===== config.mk =====
export PLATFORM = sky130hd
export DESIGN_NAME = mkit_stats
export DESIGN_NICKNAME = d
export VERILOG_FILES = /design/src/rtl/mkit_pkg.sv /design/src/rtl/mkit_stats.sv
export SDC_FILE = /design/constraint.sdc
export NUM_CORES = 1
export LEC_CHECK = 0
export ABC_AREA = 1
export BUFFER_PORTS_ARGS = -buffer_cell sky130_fd_sc_hd__buf_2
export CAP_MARGIN = 10
export CORE_ASPECT_RATIO = 1.75
export CORE_MARGIN = 3
export CORE_UTILIZATION = 30
export CTS_CLUSTER_DIAMETER = 200
export DETAILED_ROUTE_END_ITERATION = 6
export GPL_TIMING_DRIVEN = 0
export RECOVER_POWER = 25
export SLEW_MARGIN = 20
export SYNTH_ARGS = -nofsm -noshare
export SYNTH_HDL_FRONTEND = slang
export SYNTH_SLANG_ARGS = --single-unit

===== constraint.sdc =====
create_clock -name clock -period 6.1 [get_ports clock]
set_input_delay 1.22 -clock clock [delete_from_list [all_inputs] [get_ports clock]]
set_output_delay 1.22 -clock clock [all_outputs]
set_load 0.01 [all_outputs]

===== src/rtl/mkit_pkg.sv =====
// mkit_pkg: request/response payload types, request and status codes,
// and register indexes of the keyframe index table. No dependencies.
package mkit_pkg;

   localparam int DATA_W    = 32;
   localparam int DIV_STEPS = 32;
   localparam logic [DATA_W-1:0] NONE_POS = '1;

   localparam logic [2:0] REQ_ADD     = 3'd0;
   localparam logic [2:0] REQ_IS_KEY  = 3'd1;
   localparam logic [2:0] REQ_NEXT    = 3'd2;
   localparam logic [2:0] REQ_PREV    = 3'd3;
   localparam logic [2:0] REQ_NEAREST = 3'd4;
   localparam logic [2:0] REQ_FIND    = 3'd5;

   localparam logic [1:0] ST_OK   = 2'd0;
   localparam logic [1:0] ST_NONE = 2'd1;
   localparam logic [1:0] ST_FULL = 2'd2;

   localparam logic [2:0] CSR_START_POS     = 3'd0;
   localparam logic [2:0] CSR_SAMPLE_SIZE   = 3'd1;
   localparam logic [2:0] CSR_IS_AUDIO      = 3'd2;
   localparam logic [2:0] CSR_VBR_SCALE     = 3'd3;
   localparam logic [2:0] CSR_STREAM_LENGTH = 3'd4;

   typedef struct packed {
      logic [2:0]        req_type;
      logic [DATA_W-1:0] chunk_offset;
      logic [DATA_W-1:0] chunk_len;
      logic              chunk_is_key;
      logic [DATA_W-1:0] query_pos;
   } mkit_req_type;

   typedef struct packed {
      logic [14:0]       key_count;
      logic [DATA_W-1:0] key_bytes;
      logic [DATA_W-1:0] key_max;
      logic [DATA_W-1:0] key_min;
      logic [DATA_W-1:0] delta_bytes;
      logic [DATA_W-1:0] delta_max;
      logic [DATA_W-1:0] delta_min;
      logic [DATA_W-1:0] total_bytes;
   } mkit_stats_type;

   typedef struct packed {
      logic [1:0]        status;
      logic [DATA_W-1:0] result_pos;
      logic              key_flag;
      logic [14:0]       key_count;
      logic [DATA_W-1:0] key_bytes;
      logic [DATA_W-1:0] key_max;
      logic [DATA_W-1:0] key_min;
      logic [DATA_W-1:0] delta_bytes;
      logic [DATA_W-1:0] delta_max;
      logic [DATA_W-1:0] delta_min;
      logic [DATA_W-1:0] total_bytes;
      logic [14:0]       entry_count;
   } mkit_rsp_type;

endpackage


===== src/rtl/mkit_stats.sv =====
// mkit_stats: running key/delta chunk size totals, maxima and minima.
// Depends on mkit_pkg for the statistics struct.
module mkit_stats import mkit_pkg::*; #(
   parameter int CNT_W = 15
) (
   input  logic              clock,
   input  logic              reset,
   input  logic              update,
   input  logic [DATA_W-1:0] len,
   input  logic              is_key,
   output mkit_stats_type    stats
);
   logic [CNT_W-1:0]  key_cnt_ff, key_cnt_in;
   logic [DATA_W-1:0] key_tot_ff, key_tot_in;
   logic [DATA_W-1:0] key_max_ff, key_max_in;
   logic [DATA_W-1:0] key_min_ff, key_min_in;
   logic [DATA_W-1:0] dlt_tot_ff, dlt_tot_in;
   logic [DATA_W-1:0] dlt_max_ff, dlt_max_in;
   logic [DATA_W-1:0] dlt_min_ff, dlt_min_in;
   logic [DATA_W-1:0] all_tot_ff, all_tot_in;

   always_comb begin
      key_cnt_in = key_cnt_ff;
      key_tot_in = key_tot_ff;
      key_max_in = key_max_ff;
      key_min_in = key_min_ff;
      dlt_tot_in = dlt_tot_ff;
      dlt_max_in = dlt_max_ff;
      dlt_min_in = dlt_min_ff;
      all_tot_in = all_tot_ff;
      if (update) begin
         all_tot_in = all_tot_ff + len;
         if (is_key) begin
            key_cnt_in = key_cnt_ff + 1'b1;
            key_tot_in = key_tot_ff + len;
            if (key_max_ff < len) key_max_in = len;
            if (key_min_ff > len) key_min_in = len;
         end else begin
            dlt_tot_in = dlt_tot_ff + len;
            if (dlt_max_ff < len) dlt_max_in = len;
            if (dlt_min_ff > len) dlt_min_in = len;
         end
      end
   end

   always_ff @(posedge clock) begin
      if (reset) begin
         key_cnt_ff <= '0;
         key_tot_ff <= '0;
         key_max_ff <= '0;
         key_min_ff <= '1;
         dlt_tot_ff <= '0;
         dlt_max_ff <= '0;
         dlt_min_ff <= '1;
         all_tot_ff <= '0;
      end else begin
         key_cnt_ff <= key_cnt_in;
         key_tot_ff <= key_tot_in;
         key_max_ff <= key_max_in;
         key_min_ff <= key_min_in;
         dlt_tot_ff <= dlt_tot_in;
         dlt_max_ff <= dlt_max_in;
         dlt_min_ff <= dlt_min_in;
         all_tot_ff <= all_tot_in;
      end
   end

   assign stats.key_count   = 15'(key_cnt_ff);
   assign stats.key_bytes   = key_tot_ff;
   assign stats.key_max     = key_max_ff;
   assign stats.key_min     = key_min_ff;
   assign stats.delta_bytes = dlt_tot_ff;
   assign stats.delta_max   = dlt_max_ff;
   assign stats.delta_min   = dlt_min_ff;
   assign stats.total_bytes = all_tot_ff;
endmodule


==> results.md <==
- In this run the tightest slew margin relative to its limit is 37.3%.
- The proportion of total power due to net switching is 38.3%.
- Dividing the final minimum period by the clock period gives 64.3%.
- Global routing used 23.7% of the available tracks.
- The design area is 21800 µm².
- Summed over its instances, the top area cell type makes up 25.7% of the synthesized netlist area.
- In the layout the commonest cells are sky130_fd_sc_hd__nand2_1, sky130_fd_sc_hd__inv_1, sky130_fd_sc_hd__nor2_1, sky130_fd_sc_hd__nand3_1, sky130_fd_sc_hd__dfxtp_1.
- The TritonCTS clock tree is built.
- The growth of design area from synthesis to finish is 17.0%.
- Row generation in the floorplan step produced 120 rows.
- Of the total synthesized cell area, the portion taken by full adders, half adders and majority gates is 15.1%.
- The detailed-route vias per instance is 4.91.
- The flow ran to the end, and the final reports show no timing, DRC or antenna violations.
- Summing every instance area after synthesis gives 18600 µm².
- For the pin with the worst max-slew slack, the measured transition is 0.940 ns.
- The core area is 61300 µm².
- Hold is met by 0.473 ns.
- A synthesized cell averages 6.22 µm².
- The power spent charging and discharging nets is 0.00202 W.
- In this run the remaining antenna-violating nets after routing total 0.
- The wire length reported by the detailed router is 79800 µm.
- For the worst setup path, the data required time is 6.57 ns.
- 275 I/O pins were placed.
- The critical path data arrival time is 4.39 ns.
- The number of unique standard cell types used by synthesis is 40.
- Summing the areas of all compound-gate instances in the mapped netlist gives 9.89% of the synthesized area.
- The share of synthesized area spent on multiplexers is 0%.
- The total overflow left after global routing is 0.
- Per report_power, the clock group accounts for 34.3% of the total.
- The number of hold violations in the final report is 0.
- The DRC violation count after routing is 0.
- After synthesis, flip-flops and latches occupy 25.7% of the total area.
- The TritonCTS sink count is 239.
- The worst setup path is launched from an input pin.
- The critical path class is input pin to flip-flop.
- The count of cells in the finished layout, fillers not included, comes to 4112.
- In the synthesized netlist the dominant register cell turns out to be sky130_fd_sc_hd__dfxtp_1.
- The area occupied by multi-input gates is 11700 µm².
- The number of nets in the synthesized netlist is 3250.
- The sequential cells in the finished layout cover a total of 4780 µm².
- The global-route wire length before repair is 118000 µm.
- The library cell used most frequently in the layout, excluding fill and tap cells, is sky130_fd_sc_hd__nand2_1.
- In this run the number of H-tree levels came out at 1.
- The initial antenna violation count came to 1.
- Entering global routing, the biggest net connects 15 pins.
- The most numerous cell type found on the critical path is sky130_fd_sc_hd__nand2_1.
- After the first detailed-routing iteration, the DRC count stood at 838.
- Of the cells placed in the final design, the portion with a size suffix greater than 1 is 8.29%.
- The dominant combinational cell family by area after synthesis is simple AND/OR/NAND/NOR gates.
- Of the total power, combinational logic draws 31.1%.
- Traced cell by cell, the critical path runs through clkbuf_1 -> inv_1 -> ha_1 -> nand2_1 -> inv_1 -> nand2_1 -> nor3_2 -> nand2_1 -> nor2_1 -> nand2_1 -> nand2_1 -> nand2_2 -> buf_2 -> nand2_1 -> nand3_1.
- The cts-stage hold buffer count is 0.
- The maximum fanout along the worst path is 10.
- From bottom edge to top edge, the die measures 336 µm.
- Setup repair after global routing left no endpoint under its margin.
- The delay of the slowest cell on the worst path is 0.59 ns.
- Max-cap violations in this run came to 0.
- The analysis attributes to cell leakage a power of 11.8 nW.
- The count of buffers added on input and output ports is 272.
- The proportion of register bits with asynchronous set or reset after synthesis is 0%.
- Static timing analysis puts the maximum clock frequency at 0.255 GHz.
- The number of warnings printed during yosys synthesis is 0.
- sky130_fd_sc_hd__dfxtp_1 takes more of the synthesized area than any other cell.
- The placer's final routability congestion estimate is 0.954.
- In this run, synthesis inferred 0 flip-flops with an integrated enable.
- The time the final worst path needs with I/O delays and setup is 3.93 ns.
- From left edge to right edge, the die measures 194 µm.
- The tree is rooted in a sky130_fd_sc_hd__clkbuf_16.
- In the final routed layout, each cell accounts on average for 19.4 µm.
- In this run the worst hold path is classified as flip-flop to flip-flop.
- The number of buffers created by CTS is 29.
- The worst-case vdd ir drop is 0.223 mV.
- The xor and xnor area share after synthesis is 1.98%.
- The net total in the final layout is 3553.
- The type of element capturing the critical path is a flip-flop.
- The number of failing setup endpoints in the final timing report is 0.
- The longest clock path from root to sink contains 3 buffers.
- The cell at the slowest stage of the critical path is sky130_fd_sc_hd__clkbuf_1.
- Synthesis produced a netlist whose cell count is 2991.
- Clock latency on the worst-skew pair, taken at its later pin, is 0.60 ns.
- The final count of pins violating max slew is 0.
- Counting the fill cells in the layout gives 6967.
- The internal cell power is 0.00325 W.
- The setup clock skew after layout is 0.0170 ns.
- The clock-pin slew of the registers on the worst-case setup and hold paths is 0.07 ns.
- Sequential cells account for 34.5% of the total power.
- In the final timing run, aggregate negative setup slack is 0 ns.
- Once the floorplan was initialized, standard cells occupied 30.4% of the core.
- The via count is 20200.
- Post-CTS repair changed the size of 0 cells.
- The simple-gate portion of the synthesized area is 35.8%.
- In the post-synthesis netlist, the biggest area contributors are sky130_fd_sc_hd__dfxtp_1, sky130_fd_sc_hd__nand2_1, sky130_fd_sc_hd__ha_1.
- The total power divided by cell area is 242 nW/µm².
- The via count of the first global-routing pass is 20000.
- The buffers inserted during post-CTS setup optimization is 0.
- The number of placed instances, taps included, is 4056.
- The half-perimeter wire length after placement is 65100 µm.
- In this run the cell area measured after placement is 21000 µm².
- The die outline area is 65200 µm².
- In this run, synthesis produced a sequential element count of 239.
- The first detailed-routing pass ran for 6 iterations.
-- logic make-up after synthesis --
group | Yosys count
adders and majority gates | 223
AOI/OAI and AO/OA | 345
and+or+nand+nor | 1586
buffers and inverters | 556
DFF | 239
xor gates and xnor gates | 42
-- worst max-delay path, delay by kind of cell --
family                   cells  cell delay, ns
adder cells (fa/ha/maj)      1            0.41
AND/OR/NAND/NOR             10            1.48
buffers and inverters        4            1.27
-- cell usage after synthesis, drive strengths merged (4+ instances only) --
library cell and n:
buf 52, a21oi 177, nand3b 5, nand2 750
nor3 39, clkbuf 39, nor4 4, nor2 430
nand3 272, inv 464, o21a 9, o211ai 6
a21o 12, dfxtp 239, xor2 37, o21ai 126
o21bai 10, ha 220, nand4 80, xnor2 5
-- per-layer routing --
metal / GRT usage, % / share of wire, % / wire, µm
met1: 23.0 / 35 / 28100
met2: 46.2 / 53 / 41900
met3: 4.25 / 5.5 / 4360
met4: 13.8 / 6.8 / 5390
met5: 0 / 0 / 0
-- final cells by class --
| type | instances | area share, % |
|---|---|---|
| Clock buffer | 39 | 3.73 |
| Sequential cell | 239 | 22.0 |
| Tap cell | 793 | 4.56 |
| Buffer | 91 | 1.83 |
| Antenna cell | 2 | 0.0230 |
| Inverter | 465 | 8.02 |
| Clock inverter | 15 | 0.661 |
| Multi-Input combinational cell | 2196 | 53.5 |
| Timing Repair Buffer | 272 | 5.66 |
-- state kept, by name, summed over array words and instances, names as in the netlist --
signal / cells
all_tot_ff: 32
dlt_max_ff: 32
dlt_min_ff: 32
dlt_tot_ff: 32
key_cnt_ff: 15
key_max_ff: 32
key_min_ff: 32
key_tot_ff: 32
-- final timing paths --
check / startpoint / to / slack (ns) / cells past startpoint
max: len[31] / dlt_min_ff[14] / 2.17 / 15
max reg2reg: dlt_min_ff[31] / dlt_min_ff[14] / 3.51 / 13
min reg2reg: key_cnt_ff[14] / key_cnt_ff[14] / 0.47 / 2
min: key_cnt_ff[14] / key_cnt_ff[14] / 0.47 / 2
-- power by group through the flow --
stage / combinational (W) / clock [W] / sequential (W)
after floorplan: 0.00103 / 0 / 0.00187
after global placement: 0.00164 / 0 / 0.00185
after detailed placement: 0.00166 / 0 / 0.00185
after CTS: 0.00167 / 0.00186 / 0.00182
after global routing: 0.00186 / 0.00191 / 0.00183
final: 0.00164 / 0.00181 / 0.00182
-- metrics by stage --
step	util, %	setup WS (ns)	total power (W)
floorplan	-	3.01	0.00290
global placement	34.2	1.55	0.00350
detailed placement	34.2	1.53	0.00351
CTS	35.8	2.16	0.00535
global route	35.5	2.03	0.00561
finish	35.6	2.17	0.00527
Note: power is estimated with default switching activity, not from simulation.
