<file path="src/rtl/mkit_pkg.sv">
// mkit_pkg: request/response payload types, request and status codes,
// and register indexes of the keyframe index table. No dependencies.
package mkit_pkg;

   localparam int DATA_W    = 32;
   localparam int DIV_STEPS = 32;
   localparam logic [DATA_W-1:0] NONE_POS = '1;

   localparam logic [2:0] REQ_ADD     = 3'd0;
   localparam logic [2:0] REQ_IS_KEY  = 3'd1;
   localparam logic [2:0] REQ_NEXT    = 3'd2;
   localparam logic [2:0] REQ_PREV    = 3'd3;
   localparam logic [2:0] REQ_NEAREST = 3'd4;
   localparam logic [2:0] REQ_FIND    = 3'd5;

   localparam logic [1:0] ST_OK   = 2'd0;
   localparam logic [1:0] ST_NONE = 2'd1;
   localparam logic [1:0] ST_FULL = 2'd2;

   localparam logic [2:0] CSR_START_POS     = 3'd0;
   localparam logic [2:0] CSR_SAMPLE_SIZE   = 3'd1;
   localparam logic [2:0] CSR_IS_AUDIO      = 3'd2;
   localparam logic [2:0] CSR_VBR_SCALE     = 3'd3;
   localparam logic [2:0] CSR_STREAM_LENGTH = 3'd4;

   typedef struct packed {
      logic [2:0]        req_type;
      logic [DATA_W-1:0] chunk_offset;
      logic [DATA_W-1:0] chunk_len;
      logic              chunk_is_key;
      logic [DATA_W-1:0] query_pos;
   } mkit_req_type;

   typedef struct packed {
      logic [14:0]       key_count;
      logic [DATA_W-1:0] key_bytes;
      logic [DATA_W-1:0] key_max;
      logic [DATA_W-1:0] key_min;
      logic [DATA_W-1:0] delta_bytes;
      logic [DATA_W-1:0] delta_max;
      logic [DATA_W-1:0] delta_min;
      logic [DATA_W-1:0] total_bytes;
   } mkit_stats_type;

   typedef struct packed {
      logic [1:0]        status;
      logic [DATA_W-1:0] result_pos;
      logic              key_flag;
      logic [14:0]       key_count;
      logic [DATA_W-1:0] key_bytes;
      logic [DATA_W-1:0] key_max;
      logic [DATA_W-1:0] key_min;
      logic [DATA_W-1:0] delta_bytes;
      logic [DATA_W-1:0] delta_max;
      logic [DATA_W-1:0] delta_min;
      logic [DATA_W-1:0] total_bytes;
      logic [14:0]       entry_count;
   } mkit_rsp_type;

endpackage

</file>
<file path="src/rtl/mkit_div.sv">
// mkit_div: restoring divider, one quotient bit per cycle, gives the
// ceiling of dividend / divisor. Depends on mkit_pkg.
module mkit_div import mkit_pkg::*; (
   input  logic              clock,
   input  logic              reset,
   input  logic              start,
   input  logic [DATA_W-1:0] dividend,
   input  logic [DATA_W-1:0] divisor,
   output logic              done,
   output logic [DATA_W-1:0] quotient
);
   localparam int CNT_W = $clog2(DIV_STEPS);

   logic              busy_ff, busy_in;
   logic              done_ff, done_in;
   logic [CNT_W-1:0]  cnt_ff, cnt_in;
   logic [DATA_W-1:0] rem_ff, rem_in;
   logic [DATA_W-1:0] quo_ff, quo_in;
   logic [DATA_W-1:0] dsr_ff, dsr_in;
   logic [DATA_W:0]   shifted;
   logic [DATA_W:0]   diff;

   assign shifted = {rem_ff, quo_ff[DATA_W-1]};
   assign diff    = shifted - {1'b0, dsr_ff};

   always_comb begin
      busy_in = busy_ff;
      done_in = 1'b0;
      cnt_in  = cnt_ff;
      rem_in  = rem_ff;
      quo_in  = quo_ff;
      dsr_in  = dsr_ff;
      if (start) begin
         busy_in = 1'b1;
         cnt_in  = '0;
         rem_in  = '0;
         quo_in  = dividend;
         dsr_in  = divisor;
      end else if (busy_ff) begin
         rem_in = diff[DATA_W] ? shifted[DATA_W-1:0] : diff[DATA_W-1:0];
         quo_in = {quo_ff[DATA_W-2:0], ~diff[DATA_W]};
         cnt_in = cnt_ff + 1'b1;
         if (cnt_ff == CNT_W'(DIV_STEPS - 1)) begin
            busy_in = 1'b0;
            done_in = 1'b1;
         end
      end
   end

   always_ff @(posedge clock) begin
      if (reset) begin
         busy_ff <= 1'b0;
         done_ff <= 1'b0;
      end else begin
         busy_ff <= busy_in;
         done_ff <= done_in;
      end
      cnt_ff <= cnt_in;
      rem_ff <= rem_in;
      quo_ff <= quo_in;
      dsr_ff <= dsr_in;
   end

   // round up when anything is left over
   assign done     = done_ff;
   assign quotient = quo_ff + DATA_W'(rem_ff != '0);
endmodule

</file>
<file path="config.mk">
export PLATFORM = sky130hd
export DESIGN_NAME = mkit_div
export DESIGN_NICKNAME = d
export VERILOG_FILES = /design/src/rtl/mkit_pkg.sv /design/src/rtl/mkit_div.sv
export SDC_FILE = /design/constraint.sdc
export NUM_CORES = 1
export LEC_CHECK = 0
export BUFFER_PORTS_ARGS = -buffer_cell sky130_fd_sc_hd__buf_2
export CAP_MARGIN = 5
export CORE_MARGIN = 10
export CORE_UTILIZATION = 50
export CTS_CLUSTER_SIZE = 24
export DETAILED_ROUTE_END_ITERATION = 10
export GPL_TIMING_DRIVEN = 0
export PLACE_DENSITY = 0.84
export SYNTH_ARGS = -nofsm -noshare
export SYNTH_HDL_FRONTEND = slang
export SYNTH_SLANG_ARGS = --single-unit
</file>
<file path="constraint.sdc">
create_clock -name clock -period 4.6 [get_ports clock]
set_clock_uncertainty 0.05 [all_clocks]
set_input_delay 0.69 -clock clock [delete_from_list [all_inputs] [get_ports clock]]
set_output_delay 0.69 -clock clock [all_outputs]
set_load 0.01 [all_outputs]
</file>
==> reports/results.ini, run 1 <==
[power_and_ir_drop]
power_density_mw_per_mm2 = 354
p_int_mw = 1.85
finalPower_mw = 2.66
power_frac_comb_pct = 25.1
power_frac_clock_pct = 31.5
swShare_pct = 30.2
p_sw_mw = 0.802
pwr-share-seq_pct = 43.3
p_leak_nw = 3.11
vdd_ir_drop_max_mv = 0.156

[floorplanning]
core_area_mm2 = 0.0126
rows = 41
die_area_mm2 = 0.0179
io_pins = 100
die_x_um = 134
fp.dieH_um = 134
start_util_pct = 51.2

[global_routing]
antenna_found_initial = 0
grt_pass1_wl_um = 26200
gr-total-overflow = 0
grt.total_usage_pct = 17.8
grt_pass1_vias = 5332
grt_max_degree = 34

[logic_synthesis]
synthesis.nets = 773
synth_area_per_cell_um2 = 9.67
synthesis.area_mm2 = 0.00647
yosys_warnings = 0
synth_edf_count = 64
synth.distinct_cells = 57
seq_area_frac_synth_pct = 41.8
synth_top_area_share_pct = 29.7
async_reset_ff_share_pct = 0
synth_largest_area_cell = edfxtp_1
synth-seq-cells = 103
synth_area_leaders = edfxtp_1 (30%), dfxtp_1 (12%), ha_1 (7.0%)
synth_cells = 669
synth-main-ff-cell = edfxtp_1

[detailed_routing]
drt.antenna.violating_nets = 0
route.detailed.drc = 0
drt_iter0_drc = 380
drt_pass1_iterations = 4
routed_via_density = 5.53
detailroute.via_count = 5290
routed_wl_um = 15600
routedWlPerCell_um = 16.3

[critical_path]
worst_path_largest_cell_delay_ns = 0.37
worstSetupPathType = flop to primary output
critPathTopFamily = simple AND/OR/NAND/NOR gates
r2r_slack_ns = 0.54
r2r_start = quo_ff[31]
timing.rr.end = rem_ff[21]
crit_arrival_ns = 3.37
cpMostUsedCell = nor2_1
crit_chain = clkbuf_1 -> nor4_1 -> nand4_1 -> or2_2 -> ha_1 -> nand3_1 -> nor3_1 -> inv_1 -> nor2_1 -> and3_1 -> nand2b_1 -> nor2_1 -> xor2_1 -> buf_2
endpoint_kind = primary output
r2r_cells = 13
critPathBufInv = 3
start_kind = flop
slowest_stage = clkbuf_1
crit_required_ns = 3.86
path_max_fanout = 8

[placement]
gp_congestion = 0.938
io_buffers = 99
dp_hpwl_um = 12000

[clock_tree]
cts_buffer_depth = 2
cts_inserted_buffers = 9
clock_latency_ns = 0.36
clk_pin_slew_ns = 0.07
cts_resized = 0
cts_hold_buf = 0
clock-root-buffer = clkbuf_16
cts.sinks = 103
cts_setup_buffers = 0
htree_levels = 3
cts_tree = done

[sta]
fmax_mhz = 243
period_needed_ns = 4.11
fin_crit_sh_pct = 89.4
hold_ws_ns = 0.449
slew_headroom_pct = 18.9
rsz0062_at_grt = false
tns_ns = 0
hold_violations = 0
setup_violations = 0
slew_viol_final = 0
worstMarginPinSlew_ns = 1.21

[layout]
antenna_cells = 0
final_net_count = 883
multiInputGateArea_mm2 = 0.00347
layout-drive-gt1-share_pct = 21.9
regArea_mm2 = 0.00270
syn_to_final_growth_pct = 16.0
num-fill-cells = 1094

[hold_path]
worstHoldPathCells = 2
worstHoldEndpoint = busy_ff
hp-start = reset
hold_class = input pin to flop

[job]
maxCapViolations = 0

[run_status]
outcome = complete, no violations

## per-layer routing
metal / GRT usage [%] / vias up / share of wire (%)
met5: 0 / - / 0
met4: 6.53 / 0 / 1.6
met3: 3.98 / 20 / 6.8
met2: 28.8 / 169 / 45
met1: 22.6 / 2465 / 46
li1: - / 2636 / -
## sequential cells by signal, indices dropped and copies added (netlist names)
register	cells
dsr_ff	32
quo_ff	32
rem_ff	32
cnt_ff	5
busy_ff	1
done	1
## Yosys cell counts (11+ instances only)
master	number
inv_1	44
clkbuf_1	21
a311oi_2	18
nand2_1	89
o21ai_0	23
edfxtp_1	64
a21oi_1	38
mux2_2	30
xnor2_1	36
nor2_1	57
ha_1	36
dfxtp_1	39
nor3_1	11
nand3_1	18
xor2_1	21
## power groups by stage
stage | logic (mW) | clock network (mW) | registers [mW]
4_1_cts | 0.666 | 0.856 | 1.15
6_report | 0.667 | 0.838 | 1.15
5_1_grt | 0.747 | 0.884 | 1.16
3_5_place_dp | 0.662 | 0 | 1.17
3_3_place_gp | 0.649 | 0 | 1.16
2_1_floorplan | 0.490 | 0 | 1.14
## final cells by class
cell class	instances	share of cell area, %
timing repair buffer	99	6.60
clock inverter	5	1.10
multi-input combinational	495	46.2
clock buffer	11	3.24
buffer	27	1.77
sequential	103	36.0
inverter	44	2.20
tap	172	2.87
## worst reg2reg max path, stage by stage, from the launching register on
cell and delay, ns:
edfxtp_1 0.41, inv_1 0.13, ha_1 0.20, fa_1 0.19, nand2b_1 0.17, a21oi_1 0.11, or3b_1 0.43, a41o_1 0.35
a31o_4 0.30, o41ai_4 0.53, xnor2_1 0.26, clkbuf_1 0.45, nand2_1 0.13, a311oi_2 0.29
## through the flow
stage          instances  setup WS [ns]  util [%]  cell area (um2)
6_report             956          0.487      59.4             7500
5_1_grt              956          0.223      59.4             7500
4_1_cts              956          0.483      59.4             7500
3_5_place_dp         940          0.616      56.9             7180
3_3_place_gp         940          0.644      56.9             7180
2_1_floorplan        669           1.26         -             6470
## worst max path at each step
| stage | cells past startpoint | to | from |
|---|---|---|---|
| floorplan | 13 | rem_ff[22] | quo_ff[31] |
| global placement | 13 | rem_ff[10] | quo_ff[31] |
| detailed placement | 13 | rem_ff[12] | quo_ff[31] |
| CTS | 14 | quotient[29] | rem_ff[31] |
| global route | 14 | quotient[29] | rem_ff[31] |
| finish | 14 | quotient[29] | rem_ff[31] |
## placed cells by master, fill, tap and decap left out, types with 3 or more instances in the layout
| master | count |
|---|---|
| buf_2 | 100 |
| nand2_1 | 89 |
| edfxtp_1 | 64 |
| nor2_1 | 57 |
| inv_1 | 44 |
| dfxtp_1 | 39 |
| a21oi_1 | 38 |
| xnor2_1 | 36 |
| ha_1 | 36 |
| mux2_2 | 30 |
| o21ai_0 | 23 |
| clkbuf_1 | 22 |
| xor2_1 | 21 |
| nand3_1 | 18 |
| a311oi_2 | 18 |
| nor3_1 | 11 |
| nor4_1 | 9 |
| nand4_1 | 9 |
| nand2b_1 | 9 |
| a21o_1 | 9 |
| a211oi_1 | 9 |
| clkbuf_16 | 9 |
| and3_1 | 8 |
| a31oi_1 | 6 |
| and2_1 | 5 |
| a21boi_0 | 5 |
| mux2i_1 | 4 |
| o211ai_1 | 3 |
| nor2b_1 | 3 |
| a211o_1 | 3 |
| o31ai_1 | 3 |
| or3_1 | 3 |
| a311oi_1 | 3 |
## cells by family after synthesis
group | after synthesis | synth area share [%]
xor+xnor | 58 | 7.97
fa+ha+maj | 37 | 7.28
flops | 103 | 41.8
mux | 34 | 5.84
buf+inv | 71 | 4.61
compound gates | 138 | 16.5
simple gates | 228 | 16.0
Power figures use the tool's default switching activity.
==> run 2: changes to the inputs <==
Clock period 4.6 ns to 4.3 ns, I/O delays scaled along.
==> reports/results.ini, run 2 (synthesis gave the netlist of run 1 again) <==
[clock_tree]
htree_levels = 3  ; unchanged
cts_buffer_depth = 2  ; unchanged
clk_pin_slew_ns = 0.07  ; about the same
clock-root-buffer = clkbuf_16
cts_setup_buffers = 0  ; unchanged
clock_latency_ns = 0.36  ; about the same
cts_tree = done
cts_inserted_buffers = 9  ; unchanged
cts_hold_buf = 0  ; unchanged
cts_resized = 0  ; unchanged
cts.sinks = 103  ; unchanged

[floorplanning]
fp.dieH_um = 134  ; unchanged
rows = 41  ; unchanged
die_area_mm2 = 0.0179  ; unchanged
io_pins = 100  ; unchanged
start_util_pct = 51.2  ; unchanged
die_x_um = 134  ; unchanged
core_area_mm2 = 0.0126  ; unchanged

[global_routing]
grt.total_usage_pct = 17.8  ; unchanged
grt_max_degree = 34  ; unchanged
grt_pass1_vias = 5332  ; unchanged
gr-total-overflow = 0  ; unchanged
grt_pass1_wl_um = 26200  ; unchanged
antenna_found_initial = 0  ; unchanged

[critical_path]
worstSetupPathType = flop to flop
endpoint_kind = flop
critPathTopFamily = compound AO/OA/AOI/OAI gates
start_kind = flop
slowest_stage = o41ai_4
critPathBufInv = 2  ; -1
crit_chain = inv_1 -> ha_1 -> fa_1 -> nand2b_1 -> a21oi_1 -> or3b_1 -> a41o_1 -> a31o_4 -> o41ai_4 -> xnor2_1 -> clkbuf_1 -> nand2_1 -> a311oi_2
crit_required_ns = 4.53  ; +0.67 ns
r2r_slack_ns = 0.30  ; -0.24 ns
worst_path_largest_cell_delay_ns = 0.52  ; +0.15 ns
path_max_fanout = 10  ; +2
crit_arrival_ns = 4.22  ; +0.85 ns

[placement]
dp_hpwl_um = 12000  ; unchanged
dp_cells = 940  ; unchanged
placedInstanceArea_mm2 = 0.00718  ; unchanged
gp_congestion = 0.938  ; unchanged
io_buffers = 99  ; unchanged

[detailed_routing]
routed_wl_um = 15600  ; +0.23%
routedWlPerCell_um = 16.4  ; +0.34%
route.detailed.drc = 0  ; unchanged
drt_iter0_drc = 346  ; -8.9%
routed_via_density = 5.53  ; -0.10%
drt.antenna.violating_nets = 0  ; unchanged
detailroute.via_count = 5279  ; -0.21%
drt_pass1_iterations = 4  ; unchanged

[power_and_ir_drop]
power_density_mw_per_mm2 = 379  ; +7.1%
vdd_ir_drop_max_mv = 0.167  ; +7.2%
p_leak_nw = 3.11  ; about the same

[layout]
layout-drive-gt1-share_pct = 22.1  ; +0.16 points
multiInputGateArea_mm2 = 0.00347  ; unchanged
top_regs = dsr_ff: 32 flops, quo_ff: 32 flops, rem_ff: 32 flops
antenna_cells = 0  ; unchanged
final_common_cell = buf_2
design_area_mm2 = 0.00750  ; about the same
layout_common_cells = buf_2 (100), nand2_1 (89), edfxtp_1 (64)
regArea_mm2 = 0.00270  ; unchanged
syn_to_final_growth_pct = 16.0  ; about the same
final_net_count = 882  ; -0.11%
fin_cells = 955  ; -0.10%
num-fill-cells = 1094  ; unchanged

[sta]
slew_headroom_pct = 18.8  ; -0.14 points
rsz0062_at_grt = false
setup_violations = 0  ; unchanged
period_needed_ns = 4.00
slew_viol_final = 0  ; unchanged
fmax_mhz = 250
hold_violations = 0  ; unchanged
tns_ns = 0  ; unchanged
fin_crit_sh_pct = 92.9
worstMarginPinSlew_ns = 1.22  ; +0.00215 ns

[run_status]
outcome = complete, no violations

[job]
maxCapViolations = 0  ; unchanged

[hold_path]
hold_class = input pin to flop

-- run 2: cell types whose count changed in the layout (fill, tap and decap cells not counted), sizes merged --
cell,previous run,this run
clkbuf,32,31
-- run 2: metrics by stage --
stage	worst slack (ns)	hold WS (ns)	power, mW	util (%)
finish	0.305	0.403	2.84	59.4
floorplan	0.958	0.417	1.75	-
CTS	0.228	0.394	2.86	59.4
global placement	0.344	0.430	1.94	56.9
global route	0.00135	0.402	2.99	59.4
detailed placement	0.316	0.444	1.96	56.9
-- run 2: layer usage --
metal	routed length [um]	up-vias	GRT usage, %
li1	-	2631	-
met1	7360	2479	22.6
met2	7070	152	28.8
met3	964	17	3.98
met4	251	0	6.53
met5	0	-	0
-- run 2: worst paths after layout --
check / startpoint / to / depth (start not counted)
worst max register to register: quo_ff[31] / rem_ff[26] / 13
worst min-delay path: reset / busy_ff / 2
worst min register to register: cnt_ff[4] / cnt_ff[4] / 2
worst max-delay path: quo_ff[31] / rem_ff[26] / 13
-- run 2: power breakdown --
part	switching [mW]	total [mW]	internal [mW]
combinational	0.405	0.711	0.306
clock	0.370	0.897	0.527
sequential	0.0847	1.23	1.15
total	0.860	2.84	1.98
-- run 2: area by class of cell --
type / count / share of cell area (%)
clock buffers: 11 / 3.24
plain buffers: 26 / 1.74
repair buffers: 99 / 6.61
flip-flops and latches: 103 / 36.0
inverters: 44 / 2.20
well taps: 172 / 2.87
multi-input cells: 495 / 46.2
clock inverters: 5 / 1.10
==> run 3: changes to the inputs <==
Settings changed: BUFFER_PORTS_ARGS -buffer_cell sky130_fd_sc_hd__buf_2 to -buffer_cell sky130_fd_sc_hd__clkbuf_2.
Clock period 4.3 ns to 3.8 ns, I/O delays scaled along.
==> reports/results.ini, run 3 (synthesis gave the netlist of run 1 again) <==
[detailed_routing]
routed_via_density = 5.62  ; +1.7%
drt_pass1_iterations = 5  ; +1
drt_iter0_drc = 380  ; +9.8%
routed_wl_um = 16000  ; +2.0%
detailroute.via_count = 5408  ; +2.4%
routedWlPerCell_um = 16.6  ; +1.3%
drt.antenna.violating_nets = 0  ; unchanged
route.detailed.drc = 0  ; unchanged

[hold_path]
hp-start = reset
worstHoldPathCells = 2  ; unchanged
worstHoldEndpoint = busy_ff
hold_class = input pin to flop

[floorplanning]
fp.dieH_um = 134  ; unchanged
core_area_mm2 = 0.0126  ; unchanged
io_pins = 100  ; unchanged
die_area_mm2 = 0.0179  ; unchanged
die_x_um = 134  ; unchanged
rows = 41  ; unchanged
start_util_pct = 51.2  ; unchanged

[critical_path]
crit_arrival_ns = 3.87  ; -0.35 ns
worstSetupPathType = flop to flop
start_kind = flop
path_max_fanout = 10  ; unchanged
crit_chain = inv_1 -> ha_1 -> fa_1 -> nand2b_1 -> a21oi_1 -> or3b_1 -> a41o_2 -> a31o_4 -> o41ai_4 -> buf_4 -> xor2_2 -> buf_6 -> buf_8 -> nand2_1 -> a311oi_2
crit_required_ns = 4.02  ; -0.51 ns
slowest_stage = or3b_1
r2r_start = quo_ff[31]
worst_path_largest_cell_delay_ns = 0.43  ; -0.09 ns
endpoint_kind = flop
timing.rr.end = rem_ff[2]
r2r_slack_ns = 0.15  ; -0.16 ns
r2r_cells = 15  ; +2
cp-startpoint = quo_ff[31]

[job]
maxCapViolations = 0  ; unchanged

[sta]
slew_headroom_pct = 19.6  ; +0.79 points
setup_violations = 0  ; unchanged
rsz0062_at_grt = false
slew_viol_final = 0  ; unchanged
hold_violations = 0  ; unchanged
worstMarginPinSlew_ns = 1.20  ; -0.0119 ns
period_needed_ns = 3.65  ; -0.341 ns
fmax_mhz = 274  ; +9.3%
fin_crit_sh_pct = 96.1  ; +3.2 points

[global_routing]
grt_max_degree = 34  ; unchanged
grt_pass1_vias = 5188  ; -2.7%
grt.total_usage_pct = 17.6  ; -0.18 points
grt_pass1_wl_um = 26000  ; -1.0%
gr-total-overflow = 0  ; unchanged
antenna_found_initial = 0  ; unchanged

[layout]
antenna_cells = 0  ; unchanged
fin_util_pct = 60.2  ; +0.72 points
layout_common_cells = clkbuf_2 (100), nand2_1 (89), edfxtp_1 (64)
top_regs = dsr_ff: 32 flops, quo_ff: 32 flops, rem_ff: 32 flops
layout-drive-gt1-share_pct = 23.9  ; +1.8 points
final_net_count = 889  ; +0.79%
final_common_cell = clkbuf_2
syn_to_final_growth_pct = 17.4

[placement]
dp_hpwl_um = 12200  ; +1.1%
gp_congestion = 0.950  ; +1.3%
io_buffers = 99  ; unchanged

[power_and_ir_drop]
power_density_mw_per_mm2 = 421  ; +11%
p_leak_nw = 3.18  ; +2.4%
vdd_ir_drop_max_mv = 0.198  ; +18%
finalPower_mw = 3.20  ; +12%

[clock_tree]
clock_latency_ns = 0.36  ; about the same
cts_inserted_buffers = 9  ; unchanged
cts_buffer_depth = 2  ; unchanged
clk_pin_slew_ns = 0.08  ; about the same
cts_tree = done
clock-root-buffer = clkbuf_16
cts.sinks = 103  ; unchanged
htree_levels = 3  ; unchanged

[run_status]
outcome = complete, no violations

[run 3: cell count changes in the layout (fill, tap and decap cells not counted), moves of 2 or more]
cell	delta
buf_2	-100
clkbuf_2	+99
buf_4	+7
inv_6	+4
bufinv_16	-2
clkbuf_1	-2
nor3_1	-2
[run 3: stage by stage]
| step | worst slack (ns) | cells | instance area (um2) | hold WS (ns) | TNS, ns |
|---|---|---|---|---|---|
| after global placement | -0.157 | 940 | 7180 | 0.431 | -2.07 |
| after detailed placement | -0.193 | 940 | 7180 | 0.447 | -3.65 |
| final | 0.146 | 962 | 7590 | 0.330 | 0 |
| after floorplan | 0.458 | 669 | 6470 | 0.417 | 0 |
| after CTS | 0.0531 | 957 | 7500 | 0.320 | 0 |
| after global routing | 0.00867 | 962 | 7590 | 0.319 | 0 |
[run 3: how the worst max path moves through the flow]
stage	to
2_1_floorplan	rem_ff[22]
3_3_place_gp	rem_ff[26]
3_5_place_dp	rem_ff[26]
4_1_cts	rem_ff[30]
5_1_grt	rem_ff[2]
6_report	rem_ff[2]
[run 3: cell type report]
cell class              instances  area, um2
fillers                      1092       5030
multi-input cells             495       3500
flip-flops and latches        103       2710
repair buffers                106        561
clock buffers                  11        264
well taps                     172        215
inverters                      44        165
plain buffers                  26        136
clock inverters                 5       43.8
[run 3: critical path: cells and delay by family (launching register included)]
kind	cells	cell delay [ns]
DFF	1	0.42
buffers and inverters	4	0.64
adders and majority gates	2	0.41
AOI/OAI and AO/OA	5	1.17
xor gates and xnor gates	1	0.21
and+or+nand+nor	3	0.66
[run 3: timing repair]
item | CTS | global route
pin swaps | 1 | 1
setup buffers | 2 | 5
gates cloned | 0 | 0
resized for setup | 4 | 11
setup endpoints to repair | 39 | 28
hold buffers | 0 | 0
[run 3: report_power, final]
group,internal (mW),switching [mW]
sequential,1.30,0.0970
combinational,0.369,0.468
clock,0.514,0.450
total,2.18,1.02
[run 3: layer usage]
layer	vias to the layer above	global-route usage (%)	share of wire (%)
li1	2647	-	-
met1	2532	22.4	44
met2	206	28.6	46
met3	23	4.29	8.2
met4	0	5.80	1.9
met5	-	0	0
